<file path="src/rtl/core/clsr_pkg.sv">
// clsr_pkg: shared types and constants of the combined LCG shuffle generator.
// Generator primes, multipliers, fold constants, sequencer states, CSR codes.
// No dependencies.
package clsr_pkg;

   // first generator: x * 40014 mod (2^31 - 85)
   localparam logic [30:0] MOD1      = 31'd2147483563;
   localparam logic [15:0] MUL1      = 16'd40014;
   localparam logic [7:0]  FOLD1     = 8'd85;
   // second generator: x * 40692 mod (2^31 - 249)
   localparam logic [30:0] MOD2      = 31'd2147483399;
   localparam logic [15:0] MUL2      = 16'd40692;
   localparam logic [7:0]  FOLD2     = 8'd249;

   localparam logic [30:0] GEN2_INIT = 31'd123456789;
   localparam logic [30:0] MIX_WRAP  = 31'd2147483562;
   localparam int          WARMUP    = 8;

   // register select, taken from paddr[2]
   localparam logic CSR_IDX_LOW  = 1'b0;
   localparam logic CSR_IDX_HIGH = 1'b1;

   typedef enum logic [2:0] {
      ST_IDLE,
      ST_SEED_MUL,
      ST_SEED_RED,
      ST_DRAW_MUL,
      ST_DRAW_RED,
      ST_READ,
      ST_MIX
   } clsr_state_type;

   // raw output handed from the core to the scaling pipeline
   typedef struct packed {
      logic        valid;
      logic [30:0] raw;
   } clsr_push_type;

endpackage

</file>
<file path="src/rtl/core/clsr_scaler.sv">
// clsr_scaler: range scaling pipeline and the result register.
// low + trunc(span * raw / (2^31 - 85)) with split multiply and folded divide.
// Depends on clsr_pkg.
module clsr_scaler (
   input  logic                   clock,
   input  logic                   reset,
   input  clsr_pkg::clsr_push_type push,
   output logic                   push_ready,
   input  logic signed [31:0]     range_low,
   input  logic signed [31:0]     range_high,
   output logic                   rsp_valid,
   input  logic                   rsp_stall,
   output logic [30:0]            rsp_raw_value,
   output logic signed [31:0]     rsp_scaled_value
);
   import clsr_pkg::*;

   logic        advance;
   logic [32:0] span;
   logic [6:0]  vld_ff;
   logic        rsp_valid_ff;

   // per-stage carried fields: raw, low, sign of span
   logic [30:0] raw_ff  [7];
   logic [31:0] low_ff  [7];
   logic        neg_ff  [7];

   logic [31:0] a_mag_ff;
   logic [31:0] b_mag_ff;
   logic [47:0] b_pplo_ff;
   logic [47:0] c_pplo_ff;
   logic [46:0] c_pphi_ff;
   logic [62:0] d_prod_ff;
   logic [31:0] e_h_ff;
   logic [39:0] e_v1_ff;
   logic [31:0] f_v2_ff;
   logic [32:0] f_hs_ff;
   logic [32:0] g_q_ff;
   logic [30:0] rsp_raw_ff;
   logic [31:0] rsp_scaled_ff;

   // whole pipeline holds while the result beat is stalled
   assign advance    = !(rsp_valid_ff && rsp_stall);
   assign push_ready = advance;
   assign span       = {range_high[31], range_high} - {range_low[31], range_low};

   always_ff @(posedge clock) begin
      if (reset) begin
         vld_ff       <= '0;
         rsp_valid_ff <= 1'b0;
      end else if (advance) begin
         vld_ff       <= {vld_ff[5:0], push.valid};
         rsp_valid_ff <= vld_ff[6];
      end
   end

   always_ff @(posedge clock) begin
      if (advance) begin
         // capture: magnitude and sign of the span
         raw_ff[0] <= push.raw;
         low_ff[0] <= range_low;
         neg_ff[0] <= span[32];
         a_mag_ff  <= span[32] ? 32'(~span + 33'd1) : span[31:0];
         // low partial product
         b_mag_ff  <= a_mag_ff;
         b_pplo_ff <= 48'(a_mag_ff) * 48'(raw_ff[0][15:0]);
         // high partial product
         c_pplo_ff <= b_pplo_ff;
         c_pphi_ff <= 47'(b_mag_ff) * 47'(raw_ff[1][30:16]);
         // full product
         d_prod_ff <= 63'(c_pplo_ff) + {c_pphi_ff, 16'b0};
         // first fold: 2^31 == 85
         e_h_ff    <= d_prod_ff[62:31];
         e_v1_ff   <= 40'(d_prod_ff[62:31]) * 40'(FOLD1) + 40'(d_prod_ff[30:0]);
         // second fold
         f_v2_ff   <= 32'(e_v1_ff[39:31]) * 32'(FOLD1) + 32'(e_v1_ff[30:0]);
         f_hs_ff   <= 33'(e_h_ff) + 33'(e_v1_ff[39:31]);
         // last correction
         g_q_ff    <= f_hs_ff + 33'(f_v2_ff >= 32'(MOD1));
         // signed offset from low, modulo 2^32
         rsp_raw_ff    <= raw_ff[6];
         rsp_scaled_ff <= neg_ff[6] ? low_ff[6] - g_q_ff[31:0]
                                    : low_ff[6] + g_q_ff[31:0];
         for (int i = 1; i < 7; i++) begin
            raw_ff[i] <= raw_ff[i-1];
            low_ff[i] <= low_ff[i-1];
            neg_ff[i] <= neg_ff[i-1];
         end
      end
   end

   assign rsp_valid        = rsp_valid_ff;
   assign rsp_raw_value    = rsp_raw_ff;
   assign rsp_scaled_value = rsp_scaled_ff;

endmodule

</file>
<file path="config.mk">
export PLATFORM = sky130hd
export DESIGN_NAME = clsr_scaler
export DESIGN_NICKNAME = d
export VERILOG_FILES = /design/src/rtl/core/clsr_pkg.sv /design/src/rtl/core/clsr_scaler.sv
export SDC_FILE = /design/constraint.sdc
export NUM_CORES = 2
export LEC_CHECK = 0
export BUFFER_PORTS_ARGS = -buffer_cell sky130_fd_sc_hd__buf_2
export CAP_MARGIN = 20
export CORE_MARGIN = 4
export CORE_UTILIZATION = 50
export DETAILED_ROUTE_END_ITERATION = 6
export PLACE_DENSITY = 0.69
export SLEW_MARGIN = 5
export SYNTH_ARGS = -nofsm -noshare
export SYNTH_HDL_FRONTEND = slang
export SYNTH_SLANG_ARGS = --single-unit
</file>
<file path="constraint.sdc">
create_clock -name clock -period 29.3 [get_ports clock]
set_input_delay 1.465 -clock clock [delete_from_list [all_inputs] [get_ports clock]]
set_output_delay 1.465 -clock clock [all_outputs]
set_load 0.02 [all_outputs]
</file>
# Word level (Yosys, flattened, before mapping)

Memory sizes are Yosys's and may differ from the RTL's. A register that Yosys moved wholly into a read port is not among the register bits.
Index checks and enable logic that the tools add are counted.

Bits in registers: 478
Bits in writable memories: 448
Input bits: 99
Output and inout bits: 65
Word-level logic and storage cells: 38
Memories: 3

Add/sub/neg operators: 9
Multipliers: 4
Order comparisons: 1
Multiplexer cells: 3
Bitwise gates (word level): 1
Reduce and logical (&&, ||, !) cells: 3

Memories:

| memory | depth | width | read ports | clocked after Yosys merged registers in | write ports | RTL line          | text |
|---|---|---|---|---|---|---|---|
| low_ff | 7     | 32    | 7          | 0                                       | 7           | clsr_scaler.sv:25 | `logic [31:0] low_ff [7];` |
| raw_ff | 7     | 31    | 7          | 1                                       | 7           | clsr_scaler.sv:24 | `logic [30:0] raw_ff [7];` |
| neg_ff | 7     | 1     | 7          | 0                                       | 7           | clsr_scaler.sv:26 | `logic neg_ff [7];` |

Operators by type and width:

| kind                  | count |
|---|---|
| $mux 32               | 2 |
| $add 48x63->63        | 1 |
| $mul 32x16->48        | 1 |
| $mul 32x15->47        | 1 |
| $add 39x31->40        | 1 |
| $mul 32x7->39 const B | 1 |
| $sub 32x32->33        | 1 |
| $add 16x31->32        | 1 |
| $add 32x1->32         | 1 |
| $add 32x1->32 const B | 1 |
| $add 32x32->32        | 1 |
| $add 32x9->32         | 1 |
| $ge 32x31->1 const B  | 1 |
| $not 32->32           | 1 |
| $sub 32x32->32        | 1 |
| $mul 9x7->16 const B  | 1 |
| $logic_not 1->1       | 2 |
| $logic_and 1x1->1     | 1 |
| $mux 1                | 1 |

# Longest topological paths before layout

Word-level depth: 4
Mapped depth: 26
Depth with buffers taken out: 25

# Worst setup path after synthesis

Ideal clock, no wire load.

Path type: input to register
Start: input rsp_stall
End: register a_mag_ff[0], enable pin
Setup time: 6592 ps
Arrival: 17184 ps
Data required time: 22708 ps
Path slack: 5523 ps
Stages: 2
Path buffers: 1
Cell sequence: clkbuf_1 -> nand2_1

Word-level cells in the longest chain between the ends: 1

Ends and longest elaborated chain:

| what                 | RTL line          | text |
|---|---|---|
| from (decl)          | clsr_scaler.sv:12 | `input logic rsp_stall,` |
| $logic_and 1x1->1    | clsr_scaler.sv:43 | `assign advance = !(rsp_valid_ff && rsp_stall);` |
| to (signal assigned) | clsr_scaler.sv:63 | `a_mag_ff <= span[32] ? 32'(~span + 33'd1) : span[31:0];` |
| to (decl)            | clsr_scaler.sv:28 | `logic [31:0] a_mag_ff;` |

Every way passes these cells.
A chain may end at the register's enable or synchronous reset.

# Final worst setup path

Start: register a_mag_ff[8]
End: register b_pplo_ff[47], data pin

Word-level cells in the longest chain between the ends: 1

Ends and longest elaborated chain:

| what                 | RTL line          | text |
|---|---|---|
| $mul 32x16->48       | clsr_scaler.sv:66 | `b_pplo_ff <= 48'(a_mag_ff) * 48'(raw_ff[0][15:0]);` |
| to (signal assigned) | clsr_scaler.sv:66 |  |
| to (decl)            | clsr_scaler.sv:30 | `logic [47:0] b_pplo_ff;` |

Every way passes these cells.

==> impl_metrics.toml <==
[cells_and_area]
layout_common_cells = "1191 x inv_1, 949 x edfxtp_1, 917 x fa_1"
final_nets = 8090
syn2layout_area_growth_pct = 8.95
drive_gt1_share_pct = 6.34
final_common_cell = "inv_1"
fillers = 12409

[synth]
ys_types = 82
synth_area_um2 = 74300
synth_nets = 7953
synth_edf_count = 949
synthArstFlopShare_pct = 0
synth_area_per_cell_um2 = 11.6
yosysSeqAreaShare_pct = 38.6
yosys_warnings = 0
synth-seq-cells = 957
synthesis.instances = 6433
ys.flop_type = "edfxtp_1"

[global_routing]
grt_pass1_wl_mm = 265
antenna_found_initial = 2
grt_util_all_layers_pct = 21.4
grt_overflow_total = 0
grt_max_degree = 91
grt_pass1_vias = 49051

[cts]
cts_buffers = 103
h-tree-depth = 3
cts_root_buffer = "clkbuf_16"
clk_pin_slew_ns = 0.07
clk_latency_ns = 0.76
post_cts_resized = 0
hold_buffers = 0
post-cts-setup-buffer-count = 0
clock_path_buffers = 3
cts_tree = "built"
cts_sinks = 957

[setup_path]
timing_worst_setup_path_type = "reg2reg"
crit_chain = "nand2_1 > fa_1 > inv_1 > fa_1 > fa_1 > fa_1 > fa_1 > inv_1 > fa_1 > inv_1 > ha_1 > a2111oi_0 > o21ai_0 > o21a_1 > o31a_1 > a21oi_1 > a311o_1 > o22ai_1 > o21a_1 > a221o_1 > a21oi_1 > xnor2_1"
cpLargestDelayFamily = "adder cells"
cp-end-kind = "flop"
path_max_fanout = 18
critPathBufInv = 3
worst_setup_path_start_kind = "flop"
slowest_delay_ns = 1.07
cp_common_cell = "fa_1"
worst-endpoint-arrival_ns = 8.13
cp_slowest_cell = "edfxtp_1"
cp.required_ns = 29.77

[drt]
vias = 45733
routedWlPerCell_um = 18.9
via_per_inst = 5.33
firstDrtPassIters = 5
wl_mm = 162
drt_iter0_drc = 3115
ant_nets = 0
drc = 0

[sta]
setup_tns_ns = 0
skew_ns = 0.0835
worst_pin_slew_ns = 1.09
slew_violations = 0
hold_viol_final = 0
max-slew-margin-rel_pct = 27.3
fin_crit_sh_pct = 26.1
rsz0062_at_grt = "false"
max_freq_mhz = 131
setup_violations = 0
finalCriticalPeriod_ns = 7.65

[flow_run]
max_cap_violations = 0

[placed_design]
dp_hpwl_mm = 122
gp_congestion = 0.899
port_buffers = 163

[floorplan]
start_util_pct = 50.3
core_area_um2 = 148000
num_io_pins = 164
die_w_um = 394
rows = 141
dieArea_um2 = 155000
die_y_um = 394

[min_path]
hold_class = "reg2reg"

[status]
outcome = "finished clean"
## cells by family after synthesis
logic type | Yosys count | synth area share [%]
and+or+nand+nor | 1602 | 10.8
muxes | 6 | 0.0808
buffers and inverters | 1380 | 7.01
xor gates and xnor gates | 362 | 4.27
AOI/OAI and AO/OA | 705 | 6.08
DFF | 957 | 38.6
adders and majority gates | 1421 | 33.2
## flip-flops by register name (all words and copies together), names as in the netlist, 31 cells and up
register,count
b_mag_ff,32
f_hs_ff,32
raw_ff,217
c_pplo_ff,48
low_ff,224
f_v2_ff,32
g_q_ff,32
rsp_raw_value,31
b_pplo_ff,48
a_mag_ff,32
c_pphi_ff,47
rsp_scaled_value,32
e_h_ff,32
e_v1_ff,40
d_prod_ff,63
## cells in the mapped netlist (all sizes together), types with 10 or more instances
| cell | number | area share, % |
|---|---|---|
| inv | 1191 | 6.0 |
| edfxtp | 949 | 38 |
| fa | 917 | 25 |
| nand2 | 628 | 3.2 |
| and2 | 514 | 4.3 |
| ha | 504 | 8.5 |
| xnor2 | 258 | 3.0 |
| a21oi | 240 | 1.6 |
| clkbuf | 177 | 0.89 |
| nor2 | 151 | 0.76 |
| a21o | 127 | 1.3 |
| o21ai | 126 | 0.85 |
| xor2 | 104 | 1.2 |
| nor3 | 55 | 0.37 |
| nand3 | 52 | 0.35 |
| nand4 | 42 | 0.35 |
| o21bai | 40 | 0.40 |
| and3 | 36 | 0.30 |
| nand2b | 33 | 0.28 |
| nor2b | 29 | 0.24 |
| o21a | 24 | 0.24 |
| a31oi | 21 | 0.19 |
| o211ai | 17 | 0.17 |
| a211oi | 16 | 0.17 |
| nor4 | 14 | 0.17 |
| a211o | 12 | 0.14 |
| and4 | 11 | 0.13 |
| buf | 11 | 0.094 |
| a31o | 10 | 0.12 |
## stage by stage
| stage | util [%] | worst slack (ns) | hold slack [ns] | cell area [um2] | std cells |
|---|---|---|---|---|---|
| final | 54.8 | 21.65 | 0.377 | 81000 | 8588 |
| after global routing | 54.8 | 21.34 | 0.367 | 81000 | 8586 |
| after CTS | 54.7 | 21.71 | 0.370 | 80700 | 8576 |
| after detailed placement | 52.3 | 21.74 | 0.405 | 77200 | 8385 |
| after global placement | 52.3 | 21.89 | 0.400 | 77200 | 8385 |
| after floorplan | - | 5.52 | 0.400 | 74300 | 6433 |
## layout make-up
cell class | count | area (um2) | area share [%]
inverters | 1192 | 4480 | 5.53
clock inverters | 77 | 908 | 1.12
well taps | 1930 | 2410 | 2.98
clock buffers | 114 | 2620 | 3.23
multi-input cells | 4096 | 40500 | 50.0
flip-flops and latches | 957 | 28700 | 35.4
diodes | 2 | 5.00 | 0.00618
repair buffers | 220 | 1430 | 1.77
## worst paths after layout
path                 startpoint            end  slack (ns)  cells past startpoint
hold / removal    low_ff[3][30]  low_ff[4][30]        0.38                      0
hold reg to reg   low_ff[3][30]  low_ff[4][30]        0.38                      0
setup / recovery    a_mag_ff[8]  b_pplo_ff[47]       21.65                     22
setup reg to reg    a_mag_ff[8]  b_pplo_ff[47]       21.65                     22
## layer usage
layer | share of wire, % | wire, um | GRT usage [%]
met5 | 0.0068 | 11 | 0
met1 | 43 | 69400 | 28.7
met3 | 5.6 | 9060 | 3.14
met4 | 2.6 | 4160 | 5.86
met2 | 49 | 79400 | 36.4
## worst reg2reg max path: cells and delay by family, from the launching register on
kind	cells	cell delay, ns
fa+ha+maj	7	3.40
compound gates	10	2.42
flops	1	1.07
buf+inv	3	0.16
simple gates	1	0.23
xor+xnor	1	0.08
Power is not shown: default switching activity piles up to over one toggle a cycle in this logic, so the estimate is an artifact.
