### config.mk
export PLATFORM = sky130hd
export DESIGN_NAME = clsr_core
export DESIGN_NICKNAME = d
export VERILOG_FILES = /design/src/rtl/core/clsr_pkg.sv /design/src/rtl/core/clsr_gen_step.sv /design/src/rtl/core/clsr_core.sv
export SDC_FILE = /design/constraint.sdc
export NUM_CORES = 2
export LEC_CHECK = 0
export ABC_AREA = 1
export BUFFER_PORTS_ARGS = -buffer_cell sky130_fd_sc_hd__buf_4
export CAP_MARGIN = 20
export CORE_MARGIN = 2
export CORE_UTILIZATION = 35
export DETAILED_ROUTE_END_ITERATION = 16
export GPL_TIMING_DRIVEN = 0
export PLACE_DENSITY_LB_ADDON = 0.25
export SLEW_MARGIN = 20
export SYNTH_ARGS = -nofsm -noshare
export SYNTH_HDL_FRONTEND = slang
export SYNTH_SLANG_ARGS = --single-unit
### constraint.sdc
create_clock -name clock -period 8.6 [get_ports clock]
set_input_delay 1.29 -clock clock [delete_from_list [all_inputs] [get_ports clock]]
set_output_delay 1.29 -clock clock [all_outputs]
set_load 0.01 [all_outputs]
### src/rtl/core/clsr_pkg.sv
// clsr_pkg: shared types and constants of the combined LCG shuffle generator.
// Generator primes, multipliers, fold constants, sequencer states, CSR codes.
// No dependencies.
package clsr_pkg;

   // first generator: x * 40014 mod (2^31 - 85)
   localparam logic [30:0] MOD1      = 31'd2147483563;
   localparam logic [15:0] MUL1      = 16'd40014;
   localparam logic [7:0]  FOLD1     = 8'd85;
   // second generator: x * 40692 mod (2^31 - 249)
   localparam logic [30:0] MOD2      = 31'd2147483399;
   localparam logic [15:0] MUL2      = 16'd40692;
   localparam logic [7:0]  FOLD2     = 8'd249;

   localparam logic [30:0] GEN2_INIT = 31'd123456789;
   localparam logic [30:0] MIX_WRAP  = 31'd2147483562;
   localparam int          WARMUP    = 8;

   // register select, taken from paddr[2]
   localparam logic CSR_IDX_LOW  = 1'b0;
   localparam logic CSR_IDX_HIGH = 1'b1;

   typedef enum logic [2:0] {
      ST_IDLE,
      ST_SEED_MUL,
      ST_SEED_RED,
      ST_DRAW_MUL,
      ST_DRAW_RED,
      ST_READ,
      ST_MIX
   } clsr_state_type;

   // raw output handed from the core to the scaling pipeline
   typedef struct packed {
      logic        valid;
      logic [30:0] raw;
   } clsr_push_type;

endpackage

### src/rtl/core/clsr_gen_step.sv
// clsr_gen_step: one step of both multiplicative generators, two lanes.
// Product registered, then folded modulo 2^31 - c with one correction.
// Depends on clsr_pkg.
module clsr_gen_step (
   input  logic        clock,
   input  logic [30:0] x1,
   input  logic [30:0] x2,
   output logic [30:0] y1,
   output logic [30:0] y2
);
   import clsr_pkg::*;

   logic [46:0] prod1_ff;
   logic [46:0] prod2_ff;

   // p = hi * 2^31 + lo, and 2^31 == f (mod modv); hi * f + lo < 2 * modv
   function automatic logic [30:0] fold_mod(input logic [46:0] p,
                                            input logic [30:0] modv,
                                            input logic [7:0]  f);
      logic [31:0] v;
      v = 32'(p[46:31]) * 32'(f) + 32'(p[30:0]);
      if (v >= 32'(modv)) begin
         v = v - 32'(modv);
      end
      return v[30:0];
   endfunction

   // multiply stage
   always_ff @(posedge clock) begin
      prod1_ff <= 47'(x1) * 47'(MUL1);
      prod2_ff <= 47'(x2) * 47'(MUL2);
   end

   // reduction
   assign y1 = fold_mod(prod1_ff, MOD1, FOLD1);
   assign y2 = fold_mod(prod2_ff, MOD2, FOLD2);

endmodule

### src/rtl/core/clsr_core.sv
// clsr_core: sequencer, generator state and the shuffle table memory.
// Reseed warm-up, slot select, read-modify-write of the table, mixing.
// Depends on clsr_pkg and clsr_gen_step.
module clsr_core #(
   parameter int TABLE_SIZE = 32
) (
   input  logic                   clock,
   input  logic                   reset,
   input  logic                   req_valid,
   input  logic                   req_mode,
   input  logic [30:0]            req_seed,
   output logic                   req_stall,
   output clsr_pkg::clsr_push_type push,
   input  logic                   push_ready
);
   import clsr_pkg::*;

   localparam int SLOT_W = $clog2(TABLE_SIZE);
   localparam int CNT_W  = $clog2(TABLE_SIZE + WARMUP);
   localparam int MW     = $clog2(TABLE_SIZE) + 2;
   localparam int PW     = 31 + MW;
   localparam logic [30:0]   SLOT_DIV = 31'(32'd1 + 32'(MIX_WRAP) / 32'(TABLE_SIZE));
   localparam logic [MW-1:0] SLOT_M   = MW'(64'h8000_0000 / 64'(SLOT_DIV));

   clsr_state_type state_ff, state_in;

   logic [30:0]       gen1_ff;
   logic [30:0]       gen2_ff;
   logic [30:0]       last_out_ff;
   logic [30:0]       y1;
   logic [30:0]       y2;
   logic [30:0]       seed_eff;
   logic [CNT_W-1:0]  cnt_ff;
   logic [MW-1:0]     est_ff;
   logic [MW-1:0]     est_in;
   logic [SLOT_W-1:0] slot_ff;
   logic [SLOT_W-1:0] slot_in;
   logic [PW-1:0]     est_prod;
   logic [PW-1:0]     rem;
   logic [MW-1:0]     slot_full;

   logic [30:0]           table_mem [TABLE_SIZE];
   logic [TABLE_SIZE-1:0] vld_ff;
   logic [30:0]           rd_data_ff;
   logic                  rd_vld_ff;
   logic                  wr_en;
   logic [SLOT_W-1:0]     wr_addr;
   logic [30:0]           wr_data;

   logic [30:0] old_entry;
   logic [31:0] diff;
   logic [31:0] mixed;

   // generator lanes, always stepping the current state
   clsr_gen_step u_gen_step (
      .clock (clock),
      .x1    (gen1_ff),
      .x2    (gen2_ff),
      .y1    (y1),
      .y2    (y2)
   );

   assign seed_eff = (req_seed == '0) ? 31'd1 : req_seed;

   // slot estimate: last_out * floor(2^31 / div) >> 31, low by at most one
   assign est_prod = PW'(last_out_ff) * PW'(SLOT_M);
   assign est_in   = est_prod[PW-1:31];

   // slot correction and clamp
   always_comb begin
      rem       = PW'(last_out_ff) - PW'(est_ff) * PW'(SLOT_DIV);
      slot_full = est_ff + MW'(rem >= PW'(SLOT_DIV));
      if (slot_full >= MW'(TABLE_SIZE)) begin
         slot_full = MW'(TABLE_SIZE - 1);
      end
      slot_in = slot_full[SLOT_W-1:0];
   end

   // mix: old entry minus second generator, wrapped into 1..MIX_WRAP
   assign old_entry = rd_vld_ff ? rd_data_ff : '0;
   assign diff      = 32'(old_entry) - 32'(gen2_ff);
   assign mixed     = (diff[31] || diff == '0) ? diff + 32'(MIX_WRAP) : diff;

   // next state
   always_comb begin
      state_in = state_ff;
      unique case (state_ff)
         ST_IDLE: begin
            if (req_valid) begin
               state_in = req_mode ? ST_SEED_MUL : ST_DRAW_RED;
            end
         end
         ST_SEED_MUL: state_in = ST_SEED_RED;
         ST_SEED_RED: state_in = (cnt_ff == '0) ? ST_DRAW_MUL : ST_SEED_MUL;
         ST_DRAW_MUL: state_in = ST_DRAW_RED;
         ST_DRAW_RED: state_in = ST_READ;
         ST_READ:     state_in = ST_MIX;
         ST_MIX: begin
            if (push_ready) begin
               state_in = ST_IDLE;
            end
         end
      endcase
   end

   // outputs
   always_comb begin
      req_stall  = 1'b1;
      push.valid = 1'b0;
      push.raw   = mixed[30:0];
      wr_en      = 1'b0;
      wr_addr    = slot_ff;
      wr_data    = gen1_ff;
      unique case (state_ff) inside
         ST_IDLE: req_stall = 1'b0;
         ST_SEED_RED: begin
            wr_en   = (cnt_ff < CNT_W'(TABLE_SIZE));
            wr_addr = cnt_ff[SLOT_W-1:0];
            wr_data = y1;
         end
         ST_MIX: begin
            push.valid = 1'b1;
            wr_en      = push_ready;
         end
         ST_SEED_MUL, ST_DRAW_MUL, ST_DRAW_RED, ST_READ: ;
      endcase
   end

   // control and generator state
   always_ff @(posedge clock) begin
      if (reset) begin
         state_ff    <= ST_IDLE;
         gen1_ff     <= 31'd1;
         gen2_ff     <= GEN2_INIT;
         last_out_ff <= '0;
      end else begin
         state_ff <= state_in;
         case (state_ff)
            ST_IDLE: begin
               if (req_valid && req_mode) begin
                  gen1_ff <= seed_eff;
                  gen2_ff <= seed_eff;
                  cnt_ff  <= CNT_W'(TABLE_SIZE + WARMUP - 1);
               end
            end
            ST_SEED_RED: begin
               gen1_ff <= y1;
               cnt_ff  <= cnt_ff - CNT_W'(1);
               if (cnt_ff == '0) begin
                  last_out_ff <= y1;
               end
            end
            ST_DRAW_RED: begin
               gen1_ff <= y1;
               gen2_ff <= y2;
            end
            ST_MIX: begin
               if (push_ready) begin
                  last_out_ff <= mixed[30:0];
               end
            end
            default: ;
         endcase
      end
   end

   // slot pipeline
   always_ff @(posedge clock) begin
      est_ff <= est_in;
      if (state_ff == ST_DRAW_RED) begin
         slot_ff <= slot_in;
      end
   end

   // valid bits: an entry never written reads as zero
   always_ff @(posedge clock) begin
      if (reset) begin
         vld_ff <= '0;
      end else if (wr_en) begin
         vld_ff[wr_addr] <= 1'b1;
      end
   end

   // shuffle table, one write and one registered read per cycle
   always_ff @(posedge clock) begin
      if (wr_en) begin
         table_mem[wr_addr] <= wr_data;
      end
      rd_data_ff <= table_mem[slot_ff];
      rd_vld_ff  <= vld_ff[slot_ff];
   end

endmodule

# Word-level counts from Yosys, hierarchy flattened
# Memories as Yosys holds them, arrays and structs flattened. A register that Yosys moved wholly into a read port is not among the register bits.
# Index checks and enable logic that the tools add are counted.
# word_totals
wordCells	92
ram_bits	992
mem_count	1
latch_bits	0
ff_bits	236
romBits	0
output_inout_bits	33
# mem_list
name	depth	width	rd	rd_ports_with_merged_regs	wr	line	text
table_mem	32	31	1	1	1	clsr_core.sv:42	logic [30:0] table_mem [TABLE_SIZE];
# op_classes
n_bitwise	2
n_reduce_logical	17
multipliers	5
muxes	29
addsub	9
n_div	0
n_shift	0
n_lt_le_gt_ge	8
eq_ne	10
# op_table
operator	n
two-way mux 31 bit	9
one-hot mux 31 bit (2 select lines)	3
greater-or-equal comparator 32 x 31 -> 1 bit, second input constant	2
subtractor 31 x 31 -> 32 bit	2
subtractor 31 bit, second input constant	2
multiplier 31 x 15 -> 46 bit, second input constant	1
multiplier 31 x 14 -> 45 bit, second input constant	1
greater-or-equal comparator 38 x 26 -> 1 bit, second input constant	1
adder 23 x 31 -> 32 bit	1
adder 24 x 31 -> 32 bit	1
logical NOT 32 bit	1
bitwise OR 32 bit	1
adder 31 bit, second input constant	1
logical NOT 31 bit	1
multiplier 5 x 25 -> 30 bit, second input constant	1
multiplier 16 x 8 -> 24 bit, second input constant	1
multiplier 16 x 7 -> 23 bit, second input constant	1
one-hot mux 3 bit (7 select lines)	1
less-than comparator 5 x 6 -> 1 bit, second input constant	2
one-hot mux 6 bit (2 select lines)	1
== test 3 bit, second input constant	3
two-way mux 3 bit	3
nonzero test 2 bit	4
adder 5 x 1 -> 6 bit	1
other kinds (23)	35

# Longest topological paths before layout
# logic_depth
word_depth	7
ltp_mapped	36
depth_no_buf	36

# Hierarchy
# Synthesis repeated with hierarchy kept, for this count alone.
# unflattened
hier_cells	8607
hier_area_um2	80247.0
# modules_own_cells
module	seq_area_each_um2	n_inst	area_per_inst_um2	cells_each
clsr_core	33402.0	1	52282.6	4997
clsr_gen_step	1821.7	1	27964.3	3610

# Least setup slack after synthesis
# Ideal clock, no wire load.
# synth_path
path_type	register -> register
startpoint	register est_ff[2]
endpoint	register slot_ff[4], data pin
path_slack_ns	2.443
stages_incl_launch_ff	31
required_ns	8.346
t_arrival_ns	5.904
synth_period_minus_slack_ns	6.157
path_cell_list	dfxtp_1 -> fa_1 -> inv_1 -> fa_1 -> fa_1 -> inv_1 -> ha_1 -> inv_1 -> or2_2 -> o21ai_0 -> nand2_1 -> a31oi_1 -> fa_1 -> inv_1 -> ha_1 -> nand2_1 -> nor3_1 -> nand3_1 -> nand3_1 -> a21boi_0 -> o21ai_0 -> a21oi_1 -> o21ai_0 -> xor2_1 -> nor2_1 -> nand3_1 -> ha_1 -> ha_1 -> nand2_1 -> o21ai_0 -> a21o_1
# synth_between
elab_chain_cells	5
# synth_lines
item	line	text
start: declaration	clsr_core.sv:34	logic [MW-1:0] est_ff;
start signal: assignment	clsr_core.sv:169	est_ff <= est_in;
multiplier 5 x 25 -> 30 bit	clsr_core.sv:71	rem = PW'(last_out_ff) - PW'(est_ff) * PW'(SLOT_DIV);
subtractor 31 x 31 -> 32 bit	clsr_core.sv:71	
greater-or-equal comparator 38 x 26 -> 1 bit	clsr_core.sv:72	slot_full = est_ff + MW'(rem >= PW'(SLOT_DIV));
adder 5 x 1 -> 6 bit (*)	clsr_core.sv:72	
greater-or-equal comparator 6 bit	clsr_core.sv:73	if (slot_full >= MW'(TABLE_SIZE)) begin
end signal: assignment	clsr_core.sv:171	slot_ff <= slot_in;
end: declaration	clsr_core.sv:36	logic [SLOT_W-1:0] slot_ff;
# Every way passes the cells marked *; elsewhere a longest branch is shown, timed or not.
# A chain may end at the register's enable or synchronous reset.

# Final worst setup path
# Ends and elaborated chain as after synthesis.

==> results.cfg <==
[die]
coreArea_um2 = 225000
dieArea_um2 = 230000
die_w_um = 479
start_util_pct = 35.2
num_rows = 174
io_pins = 69
die_h_um = 479

[grt]
grt_max_degree = 33
first_global_vias = 61900
grt_overflow = 0
grt_pass1_wl_mm = 426
grt.total_usage_pct = 25.4
antenna_found_initial = 29

[detailed_routing]
wl_per_cell_um = 25.3
remaining_drc_errors = 0
viasPerCell = 5.41
dr.pass1.iters = 6
drt_wl_total_mm = 296
ant_nets = 0
via_count = 63400
drt_iter0_drc = 7226

[setup_path]
cp_slowest_cell = fa_1
path_class = flip-flop to flip-flop
cp_slowest_stage_delay_ns = 0.66
cp_num_buf_inv = 4
timing.rr.start = est_ff[2]
crit_fanout = 5
reg2reg_to = slot_ff[4]
path_delay_family = adder cells
r2r_cells = 30
start_kind = flip-flop
r2r_slack_ns = 1.32
crit_arrival_ns = 7.82
critPathCaptureType = flip-flop
worst_ep_required_time_ns = 9.14

[yosys]
synthTopCellsByArea = edfxtp_1, fa_1, ha_1
synth_cell_types = 60
synth_top_area_share_pct = 38.1
synth_cells = 8301
synth_top_cell_by_area = edfxtp_1
avgSynthCellArea_um2 = 9.53
synth_warnings = 0
yosysSeqAreaShare_pct = 44.5
ys_ff_latch = 1258
synth_area_um2 = 79100
syn_nets = 9338

[clock_tree]
postCtsSetupBuffers = 0
htreeDepth = 4
cts_root_buf = clkbuf_16
cts_resized = 0
cts_buffer_depth = 3
path_clk_slew_ns = 0.06
insertion_delay_ns = 0.81
tritoncts = yes
numCtsBuffers = 141
hold_buffers = 0
clock-sinks = 1258

[hold_path]
min_to = est_ff[1]
min_delay_path_depth = 0
holdCritPathClass = flip-flop to flip-flop
hold_start = last_out_ff[27]

[run]
maxCapViolations = 0

[placement]
dp_hpwl_mm = 230
globalplace.congestion = 0.944
port_buffers = 67

[timing]
fin_worst_skew_ns = 0.0494
rsz0062_at_grt = no
fin_setup_tns_ns = 0
min_period_ns = 7.28
finalSetupViolCount = 0
hold_violations = 0
max_freq_ghz = 0.137
holdWs_ns = 0.390
maxSlewViolCount = 0
slew_headroom_pct = 11.1
tightest_slew_ns = 1.33
finalCritPeriodShare_pct = 84.7

[layout]
layout_commonest_cell = inv_1
layout_common_cells = inv_1, nand2_1, edfxtp_1, nor2_1, o21ai_0
syn_to_final_growth_pct = 14.4
drive_gt1_share_pct = 5.77
finalNetCount = 9634

[run_status]
status = finished clean
-- area by class of cell --
cell class,instances,area (µm²)
flip-flops and latches,1258,35200
repair buffers,153,2610
well taps,2992,3740
diodes,7,17.5
clock buffers,200,3940
plain buffers,291,1160
inverters,1229,4610
multi-input cells,5523,38500
clock inverters,58,623
fillers,22000,134000
-- cell families (layout without fill, tap and decap cells) --
logic type | count (synthesis) | after routing | synth area share, %
AND/OR/NAND/NOR | 2851 | 2851 | 14.9
adder cells (fa/ha/maj) | 1001 | 1001 | 20.3
buffers and inverters | 1520 | 1931 | 7.29
AO/OA/AOI/OAI | 1502 | 1502 | 11.1
flip-flops | 1258 | 1258 | 44.5
XOR/XNOR | 169 | 169 | 1.91
other | 0 | 7 | 0
-- how the worst max path moves through the flow --
stage / startpoint / to / slack (ns) / cells past startpoint
3_5_place_dp: est_ff[2] / slot_ff[4] / 1.35 / 30
2_1_floorplan: est_ff[2] / slot_ff[4] / 2.44 / 30
6_report: est_ff[2] / slot_ff[4] / 1.32 / 30
5_1_grt: est_ff[3] / slot_ff[4] / 0.81 / 30
3_3_place_gp: u_gen_step.prod1_ff[38] / table_mem[8][29] / -1.37 / 24
4_1_cts: est_ff[2] / slot_ff[4] / 1.33 / 30
-- worst reg2reg max path, delay by kind of cell (launching register included) --
family | cells | cell delay (ns)
AOI/OAI and AO/OA | 8 | 1.90
xor gates and xnor gates | 1 | 0.10
adders and majority gates | 8 | 3.07
buffers and inverters | 4 | 0.25
DFF | 1 | 0.37
and+or+nand+nor | 9 | 1.31
-- registers in the layout, indices dropped and copies added, names as in the netlist --
signal,flops
gen2_ff,31
u_gen_step.prod1_ff,46
state_ff,3
rd_data_ff,31
table_mem,992
last_out_ff,30
gen1_ff,31
slot_ff,5
cnt_ff,6
rd_vld_ff,1
u_gen_step.prod2_ff,45
vld_ff,32
est_ff,5
-- metal layers --
layer  global-route usage (%)  routed length, µm  vias to the layer above  part of all wire [%]
met5                        0                162                        -                 0.055
met4                     11.5              14900                       22                   5.0
met3                     4.49              25900                      613                   8.8
met2                     40.5             135000                     2928                    45
met1                     33.7             120000                    31200                    41
li1                         -                  -                    28700                     -
-- cells in the mapped netlist, drive strengths merged --
master,count
o211a,1
o2111a,1
nor3b,2
nand3,416
o21bai,9
fa,465
a32oi,26
nor4,16
and3,4
nand2,1233
nor3,54
edfxtp,1003
or2,11
nand3b,14
a21o,13
o221a,4
clkinv,4
a21bo,1
and2,7
a211oi,4
a21boi,5
o22ai,71
o211ai,11
a21oi,306
a221oi,6
a31oi,67
xor2,112
a22oi,2
nor2,1034
o21ai,742
nand4,60
o221ai,199
o2111ai,7
dfxtp,255
ha,536
xnor2,57
clkbuf,258
o31ai,8
buf,33
a311oi,1
inv,1225
o21a,18
-- metrics by stage --
stage	worst slack [ns]	utilization (%)	instances	instance area (µm²)
2_1_floorplan	2.44	-	8301	79100
3_3_place_gp	-1.37	37.1	11400	83300
3_5_place_dp	1.35	38.2	11400	85800
4_1_cts	1.33	40.2	11700	90400
5_1_grt	0.806	40.2	11700	90400
6_report	1.32	40.3	11700	90400
Power is not shown: default switching activity piles up to over one toggle a cycle in this logic, so the estimate is an artifact.
